**config.mk**
```make
export PLATFORM = sky130hd
export DESIGN_NAME = lzwc_out_fifo
export DESIGN_NICKNAME = d
export VERILOG_FILES = /design/src/rtl/core/lzwc_pkg.sv /design/src/rtl/core/lzwc_out_fifo.sv
export SDC_FILE = /design/constraint.sdc
export NUM_CORES = 1
export LEC_CHECK = 0
export BUFFER_PORTS_ARGS = -buffer_cell sky130_fd_sc_hd__clkbuf_2
export CAP_MARGIN = 25
export CORE_MARGIN = 3
export CORE_UTILIZATION = 55
export DETAILED_ROUTE_END_ITERATION = 16
export GPL_ROUTABILITY_DRIVEN = 1
export PLACE_DENSITY = 0.78
export RECOVER_POWER = 25
export SETUP_SLACK_MARGIN = 0.4
export SLEW_MARGIN = 10
export SYNTH_ARGS = -nofsm -noshare
export SYNTH_HDL_FRONTEND = slang
export SYNTH_SLANG_ARGS = --single-unit
```
**constraint.sdc**
```tcl
create_clock -name clk -period 3.15 [get_ports clk]
set_clock_uncertainty 0.15 [all_clocks]
set_input_delay 0.315 -clock clk [delete_from_list [all_inputs] [get_ports clk]]
set_output_delay 0.315 -clock clk [all_outputs]
set_load 0.1 [all_outputs]
```
**src/rtl/core/lzwc_pkg.sv**
```systemverilog
`timescale 1ns / 1ps

package lzwc_pkg;

  // Dictionary sizing
  localparam int CODE_SPACE  = 4096;
  localparam int CODE_W      = 12;
  localparam int NCODE_W     = CODE_W + 1;
  localparam int BYTE_CODES  = 256;
  localparam int KEY_W       = CODE_W + 8;

  // Hash table: twice the code space keeps probe chains short
  localparam int TABLE_SLOTS = 2 * CODE_SPACE;
  localparam int SLOT_IDX_W  = $clog2(TABLE_SLOTS);
  localparam int EPOCH_W     = 8;

  // Output queue
  localparam int FIFO_DEPTH  = 4;
  localparam int FIFO_PTR_W  = $clog2(FIFO_DEPTH);
  localparam int FIFO_LVL_W  = FIFO_PTR_W + 1;

  typedef logic [CODE_W-1:0]     code_t;
  typedef logic [NCODE_W-1:0]    ncode_t;
  typedef logic [KEY_W-1:0]      key_t;
  typedef logic [SLOT_IDX_W-1:0] slot_idx_t;
  typedef logic [EPOCH_W-1:0]    epoch_t;
  typedef logic [FIFO_LVL_W-1:0] fifo_lvl_t;

  localparam epoch_t    EPOCH_EMPTY = '0;
  localparam epoch_t    EPOCH_FIRST = epoch_t'(1);
  localparam epoch_t    EPOCH_LAST  = '1;
  localparam ncode_t    FIRST_CODE  = ncode_t'(BYTE_CODES);
  localparam ncode_t    CODE_CAP    = ncode_t'(CODE_SPACE);
  localparam slot_idx_t SLOT_LAST   = '1;

  typedef enum logic [1:0] {
    ST_CLEAR,
    ST_IDLE,
    ST_PROBE
  } dict_state_t;

  // One hash table slot
  typedef struct packed {
    epoch_t epoch;
    key_t   key;
    code_t  code;
  } slot_t;

  // One result item
  typedef struct packed {
    code_t code;
    logic  last;
  } result_t;

  // Up to two results per step; second implies first
  typedef struct packed {
    logic    valid0;
    result_t res0;
    logic    valid1;
    result_t res1;
  } push_t;

  // Output queue status
  typedef struct packed {
    logic      room;
    fifo_lvl_t level;
  } fifo_stat_t;

  function automatic slot_idx_t hash_idx(code_t prefix, logic [7:0] b);
    slot_idx_t h;
    h = slot_idx_t'({prefix, 1'b0}) ^ slot_idx_t'({b, 5'b0});
    return h;
  endfunction

endpackage

```
**src/rtl/core/lzwc_out_fifo.sv**
```systemverilog
`timescale 1ns / 1ps

module lzwc_out_fifo import lzwc_pkg::*; (
  input  logic       clk,
  input  logic       rst,
  input  push_t      push,
  output fifo_stat_t stat,
  output logic       out_valid,
  input  logic       out_ready,
  output result_t    out_res
);

  result_t                slots [FIFO_DEPTH];
  logic [FIFO_PTR_W-1:0]  wr_ptr;
  logic [FIFO_PTR_W-1:0]  rd_ptr;
  fifo_lvl_t              level;
  fifo_lvl_t              level_next;
  logic                   pop;
  fifo_lvl_t              n_push;

  assign pop       = out_valid && out_ready;
  assign out_valid = (level != '0);
  assign out_res   = slots[rd_ptr];
  assign n_push    = fifo_lvl_t'(push.valid0) + fifo_lvl_t'(push.valid1);
  assign level_next = level + n_push - fifo_lvl_t'(pop);

  // Room for the two results one byte can cause
  assign stat.room  = (level <= fifo_lvl_t'(FIFO_DEPTH - 2));
  assign stat.level = level;

  // Advance pointers and level
  always_ff @(posedge clk) begin
    if (rst) begin
      wr_ptr <= '0;
      rd_ptr <= '0;
      level  <= '0;
    end else begin
      wr_ptr <= wr_ptr + n_push[FIFO_PTR_W-1:0];
      if (pop) begin
        rd_ptr <= rd_ptr + 1'b1;
      end
      level <= level_next;
    end
  end

  // Store pushed results
  always_ff @(posedge clk) begin
    if (push.valid0) begin
      slots[wr_ptr] <= push.res0;
    end
    if (push.valid1) begin
      slots[wr_ptr + 1'b1] <= push.res1;
    end
  end

endmodule

```
==> results of run 1 <==
## sequential cells by signal, summed over array words and instances (netlist names), named ones only
register / cells
rd_ptr: 2
wr_ptr: 2
level: 3
slots: 52
## report_power, final
group | internal, W | switching [W] | leakage (nW) | total (W)
Clock | 0.000433 | 0.000284 | 0.103 | 0.000717
Combinational | 0.000356 | 0.000981 | 0.732 | 0.00134
Sequential | 0.00102 | 0.0000770 | 0.562 | 0.00110
Total | 0.00181 | 0.00134 | 1.40 | 0.00315
## logic make-up after synthesis
group                    after synthesis
buffers and inverters                 13
adder cells (fa/ha/maj)                6
flip-flops                            61
AO/OA/AOI/OAI                          5
XOR/XNOR                               2
AND/OR/NAND/NOR                       17
multiplexers                          69
## synthesized netlist by cell type, types with 2 or more instances
| library cell | n |
|---|---|
| edfxtp_1 | 52 |
| mux2_2 | 36 |
| mux4_2 | 13 |
| mux2_1 | 10 |
| dfxtp_1 | 9 |
| mux2_4 | 9 |
| nor2_1 | 7 |
| inv_1 | 6 |
| ha_1 | 5 |
| buf_4 | 4 |
| nor2b_1 | 4 |
| clkbuf_1 | 2 |
| o21ai_0 | 2 |
## path summary, 6_finish.rpt
| path | startpoint | endpoint | slack [ns] | depth (start not counted) |
|---|---|---|---|---|
| setup reg to reg | level[2] | level[2] | 1.00 | 8 |
| hold reg to reg | rd_ptr[1] | rd_ptr[1] | 0.45 | 2 |
| hold / removal | rst | level[1] | 0.12 | 2 |
| setup / recovery | flip-flop | out_res[9] | 0.77 | 2 |
## critical path: cells and delay by family (launching register included)
kind	cells	cell delay [ns]
DFF	1	0.77
muxes	1	0.42
buffers and inverters	1	0.39
## final cells by class
type | instances | area, sq um
flip-flops and latches | 61 | 1742
fillers | 387 | 1667
multi-input cells | 99 | 1245
repair buffers | 53 | 270.3
clock buffers | 9 | 123.9
well taps | 70 | 87.58
clock inverters | 7 | 80.08
inverters | 6 | 22.52
## per-layer routing
| metal | wire length (microns) | track usage | vias up |
|---|---|---|---|
| met4 | 192 | 0.1250 | 0 |
| met1 | 2356 | 0.2378 | 870 |
| met3 | 240 | 0.04148 | 17 |
| li1 | - | - | 800 |
| met2 | 3255 | 0.3659 | 46 |
| met5 | 0 | 0 | - |
## metrics by stage
step / utilization / cells / area [sq um] / power [W]
global route: 0.6818 / 305 / 3571 / 0.003275
floorplan: - / 173 / 3058 / 0.002230
detailed placement: 0.6443 / 289 / 3374 / 0.002469
global placement: 0.6443 / 289 / 3374 / 0.002429
finish: 0.6818 / 305 / 3571 / 0.003155
CTS: 0.6832 / 305 / 3578 / 0.003190
==> flow_metrics.tcl, run 1 <==
set metrics [dict create \
    cts_root_buf "clkbuf_8" \
    dp_hpwl_mm 4.007 \
    hp-class "in -> reg" \
    worst_slack_ns 0.7675 \
    routed_wl_mm 6.044 \
    die_h_microns 80.52 \
    grt_pass1_vias 1974 \
    synth-warning-count 0 \
    core-area_sq_um 5238 \
    synth_seq_area_share 0.5703 \
    power_leakage_nw 1.397 \
    synth_fp_nets 210 \
    setup_viol 0 \
    grt-ovfl-total 0 \
    synth_edf_count 52 \
    numCtsBuffers 9 \
    postSynthCellCount 173 \
    clock_sinks 61 \
    drive_gt1_frac 0.5319 \
    slew_viol_final 0 \
    clk_pin_slew_ns 0.06 \
    ys_ff_latch 61 \
    yosys.area.top_type "edfxtp_1" \
    drtIter0Drc 112 \
    rows 26 \
    ys_async_sr_fraction 0 \
    cap_viol_max_count 0 \
    post-route-period-util 0.7564 \
    synth_cell_types 27 \
    cp-end-kind "output pin" \
    mostFrequentLayoutCells "52 x edfxtp_1, 48 x clkbuf_2, 35 x mux2_2, 13 x mux4_2, 11 x mux2_1" \
    cts_hold_buf 0 \
    syn_avg_cell_area_sq_um 17.65 \
    grt_pass1_wl_mm 9.680 \
    routedWlPerCell_microns 19.82 \
    diodes 0 \
    vias_per_cell 5.682 \
    antenna_found_initial 0 \
    die_w_microns 80.52 \
    crit_path_max_incr_delay_ns 0.77 \
    critPathMaxFanout 13 \
    setup_tns_ns 0 \
    clock_path_buffers 2 \
    start_util 0.5831 \
    synth_area_leaders "edfxtp_1 51%, mux2_2 13%, mux4_2 9.6%" \
    post_cts_buffers 0 \
    start_kind "flip-flop" \
    final_common_cell "edfxtp_1" \
    synthMuxAreaShare 0.3130 \
    area_growth_pct 16.92 \
    die_area_sq_um 6483 \
    track_usage 0.2104 \
    pin_count 49 \
    num_vias 1733 \
    cp_cell_sequence "mux4_2, clkbuf_2" \
    critPathSlowestCell "dfxtp_1" \
    crit_arrival_ns 1.92 \
    h-tree-depth 3 \
    maxSlewHeadroom 0.3690 \
    synth_fa_ha_area_frac 0.02704 \
    max_freq_mhz 419.7 \
    pre_cts_ws_ns 0.9179 \
    cts_tree "built" \
    syn_area_sq_um 3054 \
    cp_data_required_time_ns 2.68 \
    synth_top_area_share 0.5113 \
    period_minus_slack_ns 2.383 \
    synth_top_family_by_area "multiplexers" \
    irDropWorstVdd_uv 932.7 \
    cts_resized 0 \
    drt_pass1_iterations 4 \
    powerDensity_nw_per_um2 883.5 \
    whs_ns 0.1224 \
    clk_latency_ns 0.33 \
    antenna_left 0 \
    rsz0062_at_grt "no" \
    synthSimpleGateAreaFrac 0.04056 \
    hold_viol 0 \
    grt_max_degree 15 \
    tightest_slew_ns 0.9465 \
    nNetsFinal 267 \
    critPathKind "reg -> out" \
    synth_compound_area_frac 0.01065 \
    synth_xor_area_frac 0.01516 \
    portBuffers 48 \
    place.gp.congestion 0.7168 \
    drc 0 \
    status "complete, no violations" \
    ys.flop_type "edfxtp_1" \
]
Power figures use the tool's default switching activity.
==> run 2, diff against run 1 <==
==> constraint.sdc (replaced) <==
create_clock -name clk -period 2.5 [get_ports clk]
set_clock_uncertainty 0.15 [all_clocks]
set_input_delay 0.25 -clock clk [delete_from_list [all_inputs] [get_ports clk]]
set_output_delay 0.25 -clock clk [all_outputs]
set_load 0.1 [all_outputs]
==> flow_metrics.tcl, run 2 (synthesis gave the netlist of run 1 again) <==
set metrics [dict create \
    tightest_slew_ns 1.160 \
    dp_cells 294 \
    irDropWorstVdd_uv 1490 \
    cts_hold_buf 0 \
    cp_cell_sequence "clkbuf_1" \
    pin_count 49 \
    start_util 0.5831 \
    post-route-period-util 0.8268 \
    slew_viol_final 0 \
    cts_tree "built" \
    drtIter0Drc 94 \
    drt_pass1_iterations 4 \
    diodes 0 \
    hold_viol 0 \
    die_area_sq_um 6483 \
    top_register "slots" \
    final_common_cell "edfxtp_1" \
    die_w_microns 80.52 \
    cp_data_required_time_ns 2.10 \
    clk_latency_ns 0.34 \
    layoutNonFillerInstCount 311 \
    clock_sinks 61 \
    status "complete, no violations" \
    portBuffers 48 \
    largest_reg_flops 52 \
    p_total_w 0.004212 \
    dp_hpwl_mm 4.244 \
    critPathKind "reg -> out" \
    grt_pass1_vias 1909 \
    antenna_left 0 \
    num_vias 1814 \
    power_leakage_nw 1.454 \
    rsz0062_at_grt "yes" \
    place.gp.congestion 0.7481 \
    track_usage 0.2139 \
    setup_viol 0 \
    area_growth_pct 22.74 \
    critPathMaxFanout 6 \
    mostFrequentLayoutCells "52 x edfxtp_1, 35 x mux2_2, 32 x clkbuf_2, 21 x clkbuf_8, 13 x mux4_2" \
    cap_viol_max_count 0 \
    hp-class "in -> reg" \
    die_h_microns 80.52 \
    clock_path_buffers 2 \
    rows 26 \
    antenna_found_initial 0 \
    crit_arrival_ns 1.67 \
    reg_top3 "slots (52), level (3)" \
    core-area_sq_um 5238 \
    numCtsBuffers 9 \
    vias_per_cell 5.833 \
    routed_wl_mm 6.317 \
    cp-end-kind "output pin" \
    drive_gt1_frac 0.5477 \
    setup_tns_ns 0 \
    powerDensity_nw_per_um2 1124 \
    crit_path_max_incr_delay_ns 0.89 \
    maxSlewHeadroom 0.2299 \
    h-tree-depth 3 \
    grt_pass1_wl_mm 9.825 \
    max_freq_mhz 483.8 \
    grt-ovfl-total 0 \
    rrSetupSlack_ns 0.44 \
    crit_family "buffers and inverters" \
    period_minus_slack_ns 2.067 \
    critPathSlowestCell "clkbuf_1" \
    fillers 370 \
    grt_max_degree 15 \
    routedWlPerCell_microns 20.31 \
    nNetsFinal 273 \
    start_kind "flip-flop" \
    cts_root_buf "clkbuf_8" \
    drc 0 \
    utilization 0.7157 \
    clk_pin_slew_ns 0.07 \
    cp_num_buf_inv 1 \
]
-- run 2: report_power, final --
| group | switching (W) | internal [W] |
|---|---|---|
| Sequential | 0.0000834 | 0.00129 |
| Clock | 0.000397 | 0.000555 |
| Combinational | 0.00127 | 0.000609 |
-- run 2: path summary, 6_finish.rpt --
check / startpoint / endpoint / depth (start not counted)
setup / recovery: level[1] / stat[1] / 1
hold / removal: rst / level[1] / 2
setup reg to reg: level[0] / level[2] / 8
hold reg to reg: rd_ptr[1] / flip-flop / 2
-- run 2: layout make-up --
cell class,count,area (sq um),share of cell area
flip-flops and latches,61,1745,0.4656
multi-input cells,99,1247,0.3328
repair buffers,59,431.7,0.1152
clock buffers,9,123.9,0.03304
clock inverters,7,90.09,0.02403
well taps,70,87.58,0.02336
inverters,6,22.52,0.006008
-- run 2: repair_timing --
| item | 4_1_cts | 5_1_grt |
|---|---|---|
| setup endpoints to repair | 13 | 15 |
| setup buffers | 0 | 1 |
| gates resized for setup | 27 | 3 |
| pin swaps | 0 | 1 |
-- run 2: metal layers --
| layer | wire length, microns | share of wire | vias up | GRT usage |
|---|---|---|---|---|
| li1 | - | - | 810 | - |
| met1 | 2459 | 0.39 | 938 | 0.2567 |
| met2 | 3461 | 0.55 | 57 | 0.3692 |
| met3 | 312 | 0.049 | 9 | 0.05830 |
| met4 | 84 | 0.013 | 0 | 0.07432 |
| met5 | 0 | 0 | - | 0 |
-- run 2: metrics by stage --
step	area [sq um]	hold slack, ns	setup WS [ns]
after floorplan	3072	0.3009	0.3800
after global placement	3426	0.3716	0.4447
after detailed placement	3426	0.3992	0.3699
after CTS	3757	0.03304	0.4015
after global routing	3749	0.05683	0.2646
final	3749	0.05004	0.4329
==> run 3, diff against run 2 <==
--- a/config.mk
+++ b/config.mk
@@ -5,13 +5,14 @@
 export SDC_FILE = /design/constraint.sdc
 export NUM_CORES = 1
 export LEC_CHECK = 0
+export ABC_AREA = 1
 export BUFFER_PORTS_ARGS = -buffer_cell sky130_fd_sc_hd__clkbuf_2
 export CAP_MARGIN = 25
 export CORE_MARGIN = 3
-export CORE_UTILIZATION = 55
+export CORE_UTILIZATION = 50
 export DETAILED_ROUTE_END_ITERATION = 16
 export GPL_ROUTABILITY_DRIVEN = 1
-export PLACE_DENSITY = 0.78
+export PLACE_DENSITY = 0.75
 export RECOVER_POWER = 25
 export SETUP_SLACK_MARGIN = 0.4
 export SLEW_MARGIN = 10
==> constraint.sdc (replaced) <==
create_clock -name clk -period 1.71 [get_ports clk]
set_clock_uncertainty 0.15 [all_clocks]
set_input_delay 0.171 -clock clk [delete_from_list [all_inputs] [get_ports clk]]
set_output_delay 0.171 -clock clk [all_outputs]
set_load 0.1 [all_outputs]
==> flow_metrics.tcl, run 3 <==
set metrics [dict create \
    synth_cell_types 20 \
    yosys.area.top_type "edfxtp_1" \
    status "did not finish" \
    die_h_microns 83.13 \
    synth_top_area_share 0.5250 \
    dp_hpwl_mm 5.009 \
    cts_resized 233 \
    portBuffers 48 \
    post_cts_buffers 35 \
    ys.flop_type "edfxtp_1" \
    synth-warning-count 0 \
    ys_async_sr_fraction 0 \
    place.gp.congestion 0.8144 \
    ys_ff_latch 61 \
    die_w_microns 83.13 \
    firstError "[ERROR DPL-0033] detailed placement checks failed during check placement." \
    synth_seq_area_share 0.5856 \
    lastStage "clock tree synthesis (4_1_cts)" \
    pin_count 49 \
    synth_fp_nets 359 \
    syn_area_sq_um 2974 \
    dp_cells 451 \
    clock_path_buffers 2 \
    synth_common_cells "78 x o21ai_0, 66 x nand2_1, 52 x edfxtp_1" \
    start_util 0.5272 \
    clock_sinks 61 \
    syn_avg_cell_area_sq_um 9.236 \
    h-tree-depth 3 \
    postSynthCellCount 322 \
    rows 27 \
    cts_root_buf "clkbuf_8" \
    synth_area_leaders "edfxtp_1 53%, o21ai_0 13%, nand2_1 8.3%" \
    yosysMostFrequentCell "o21ai_0" \
    numCtsBuffers 9 \
    synth_edf_count 52 \
]
## run 3: cell types whose count changed after synthesis, sizes merged, moves of 3 or more
| cell | before | now |
|---|---|---|
| a21oi | 1 | 5 |
| clkbuf | 2 | 8 |
| inv | 6 | 32 |
| mux2 | 55 | 0 |
| mux4 | 13 | 0 |
| nand2 | 0 | 67 |
| nand3 | 1 | 6 |
| nor2 | 7 | 35 |
| nor2b | 4 | 0 |
| o21ai | 2 | 78 |
| o22ai | 0 | 13 |
| o31ai | 0 | 3 |
## run 3: stage by stage
step	setup TNS (ns)	area [sq um]	worst slack [ns]
2_1_floorplan	-1.178	3550	-0.2648
3_3_place_gp	-0.3075	4126	-0.1702
3_5_place_dp	-0.3904	4126	-0.2105
## run 3: cell families after synthesis
group	synth area share
simple gates	0.1447
compound gates	0.1771
flops	0.5856
buf+inv	0.06479
fa+ha+maj	0.02777
==> run 4, diff against run 3 <==
--- a/config.mk
+++ b/config.mk
@@ -9,12 +9,11 @@
 export BUFFER_PORTS_ARGS = -buffer_cell sky130_fd_sc_hd__clkbuf_2
 export CAP_MARGIN = 25
 export CORE_MARGIN = 3
-export CORE_UTILIZATION = 50
+export CORE_UTILIZATION = 40
 export DETAILED_ROUTE_END_ITERATION = 16
 export GPL_ROUTABILITY_DRIVEN = 1
-export PLACE_DENSITY = 0.75
+export PLACE_DENSITY_LB_ADDON = 0.15
 export RECOVER_POWER = 25
-export SETUP_SLACK_MARGIN = 0.4
 export SLEW_MARGIN = 10
 export SYNTH_ARGS = -nofsm -noshare
 export SYNTH_HDL_FRONTEND = slang
==> constraint.sdc (replaced) <==
create_clock -name clk -period 2.2 [get_ports clk]
set_clock_uncertainty 0.15 [all_clocks]
set_input_delay 0.22 -clock clk [delete_from_list [all_inputs] [get_ports clk]]
set_output_delay 0.22 -clock clk [all_outputs]
set_load 0.1 [all_outputs]
==> flow_metrics.tcl, run 4 <==
set metrics [dict create \
    top_register "slots" \
    tightest_slew_ns 0.9928 \
    synth_top_family_by_area "compound AO/OA/AOI/OAI gates" \
    largest_reg_flops 52 \
    start_kind "flip-flop" \
    synth_top_area_share 0.5250 \
    cts_root_buf "clkbuf_8" \
    clock_sinks 61 \
    synth-warning-count 0 \
    powerDensity_nw_per_um2 1308 \
    netSwitchingFraction 0.4434 \
    clock_path_buffers 2 \
    drtIter0Drc 137 \
    ys_async_sr_fraction 0 \
    worst_slack_ns 0.1221 \
    nNetsFinal 416 \
    portBuffers 48 \
    rrSetupSlack_ns 0.25 \
    place.gp.congestion 0.7584 \
    synthMuxAreaShare 0 \
    clk_pin_slew_ns 0.06 \
    rows 30 \
    cts_tree "built" \
    synth_common_cells "78 x o21ai_0, 66 x nand2_1, 52 x edfxtp_1" \
    die_area_sq_um 8505 \
    synth_edf_count 52 \
    utilization 0.5513 \
    comb_power_share 0.486 \
    hp-class "in -> reg" \
    postSynthCellCount 322 \
    power_leakage_nw 1.654 \
    internal-power_w 0.002803 \
    synth_cell_types 20 \
    hold_viol 0 \
    finish.instance_area_sq_um 3849 \
    area_growth_pct 29.41 \
    final_common_cell "o21ai_0" \
    rsz0062_at_grt "no" \
    drc 0 \
    synth_compound_area_frac 0.1771 \
    ys.flop_type "edfxtp_1" \
    cap_viol_max_count 0 \
    maxSlewHeadroom 0.3381 \
    power_frac_seq 0.306 \
    grt_pass1_vias 2356 \
    synth_fp_nets 359 \
    pre_cts_ws_ns 0.1449 \
    track_usage 0.1787 \
    synth_fa_ha_area_frac 0.02777 \
    drt_pass1_iterations 4 \
    antenna_left 0 \
    drive_gt1_frac 0.2422 \
    mostFrequentLayoutCells "78 x o21ai_0, 66 x nand2_1, 52 x edfxtp_1, 36 x clkbuf_2, 35 x nor2_1" \
    critPathKind "reg -> out" \
    critPathMaxFanout 13 \
    irDropWorstVdd_uv 1047 \
    start_util 0.4260 \
    grt_max_degree 27 \
    die_h_microns 92.23 \
    power_frac_clock 0.208 \
    syn_avg_cell_area_sq_um 9.236 \
    synth_area_leaders "edfxtp_1 53%, o21ai_0 13%, nand2_1 8.3%" \
    status "complete, no violations" \
    diodes 0 \
    setup_tns_ns 0 \
    core-area_sq_um 6982 \
    slew_viol_final 0 \
    crit_arrival_ns 1.71 \
    pin_count 49 \
    numCtsBuffers 9 \
    routedWlPerCell_microns 14.71 \
    grt-ovfl-total 0 \
    die_w_microns 92.23 \
    post-route-period-util 0.9445 \
    whs_ns 0.05283 \
    yosysMostFrequentCell "o21ai_0" \
    post_cts_buffers 0 \
    synth_seq_area_share 0.5856 \
    num_vias 2397 \
    place_area_sq_um 3656 \
    max_freq_mhz 481.3 \
    p_switching_w 0.002233 \
    yosys.area.top_type "edfxtp_1" \
    clk_latency_ns 0.33 \
    dp_hpwl_mm 4.810 \
    synth_xor_area_frac 0 \
    setup_viol 0 \
    cp_data_required_time_ns 1.83 \
    cp-end-kind "output pin" \
    synthSimpleGateAreaFrac 0.1447 \
    ys_ff_latch 61 \
    syn_area_sq_um 2974 \
    vias_per_cell 4.994 \
    routed_wl_mm 7.059 \
    period_minus_slack_ns 2.078 \
    antenna_found_initial 0 \
    reg_top3 "slots (52), level (3)" \
    grt_pass1_wl_mm 11.50 \
    h-tree-depth 3 \
]
run 4: power groups by stage:
stage | Sequential (W) | Combinational, W | Clock [W]
final | 0.00154 | 0.00245 | 0.00105
after global routing | 0.00156 | 0.00259 | 0.00111
after CTS | 0.00154 | 0.00248 | 0.00105
after detailed placement | 0.00157 | 0.00247 | 0
after global placement | 0.00156 | 0.00244 | 0
after floorplan | 0.00168 | 0.00157 | 0
run 4: per-stage QoR:
step           instances  total power (W)
3_5_place_dp         463         0.004040
4_1_cts              480         0.005073
3_3_place_gp         463         0.004004
6_report             480         0.005036
2_1_floorplan        322         0.003248
5_1_grt              480         0.005264
run 4: critical path, cell delays in order, from the launching register on:
cell     delay, ns
dfxtp_1       0.37
inv_1         0.38
o21ai_0       0.20
o22ai_2       0.20
buf_12        0.21
run 4: cell type report:
cell class / count / area (sq um)
Clock buffer: 9 / 123.9
Fill cell: 652 / 3133
Multi-Input combinational cell: 214 / 1125
Sequential cell: 61 / 1750
Clock inverter: 7 / 80.08
Tap cell: 96 / 120.1
Inverter: 32 / 120.1
Timing Repair Buffer: 61 / 529.3
run 4: logic make-up (layout without fill, tap and decap cells):
| group | after synthesis | after routing |
|---|---|---|
| compound gates | 100 | 100 |
| flops | 61 | 61 |
| simple gates | 108 | 108 |
| fa+ha+maj | 6 | 6 |
| buf+inv | 47 | 109 |
run 4: worst paths after layout:
check            start     endpoint  depth (start not counted)
min reg2reg  rd_ptr[0]    rd_ptr[0]                          2
max          flip-flop   out_res[8]                          4
min          out_ready    rd_ptr[0]                          3
max reg2reg  wr_ptr[1]  slots[0][8]                          4
run 4: layer usage:
layer | part of all wire | wire (microns) | up-vias | track usage
met1 | 0.44 | 3120 | 1116 | 0.2296
met3 | 0.043 | 302 | 7 | 0.03856
met5 | 0 | 0 | - | 0
li1 | - | - | 1223 | -
met4 | 0.011 | 80 | 0 | 0.06683
met2 | 0.50 | 3555 | 51 | 0.2956
run 4: timing repair:
action                                 in CTS  in global routing
hold buffers                                1                  0
endpoints found under the hold margin       4                  0
gates resized for setup                     0                  0
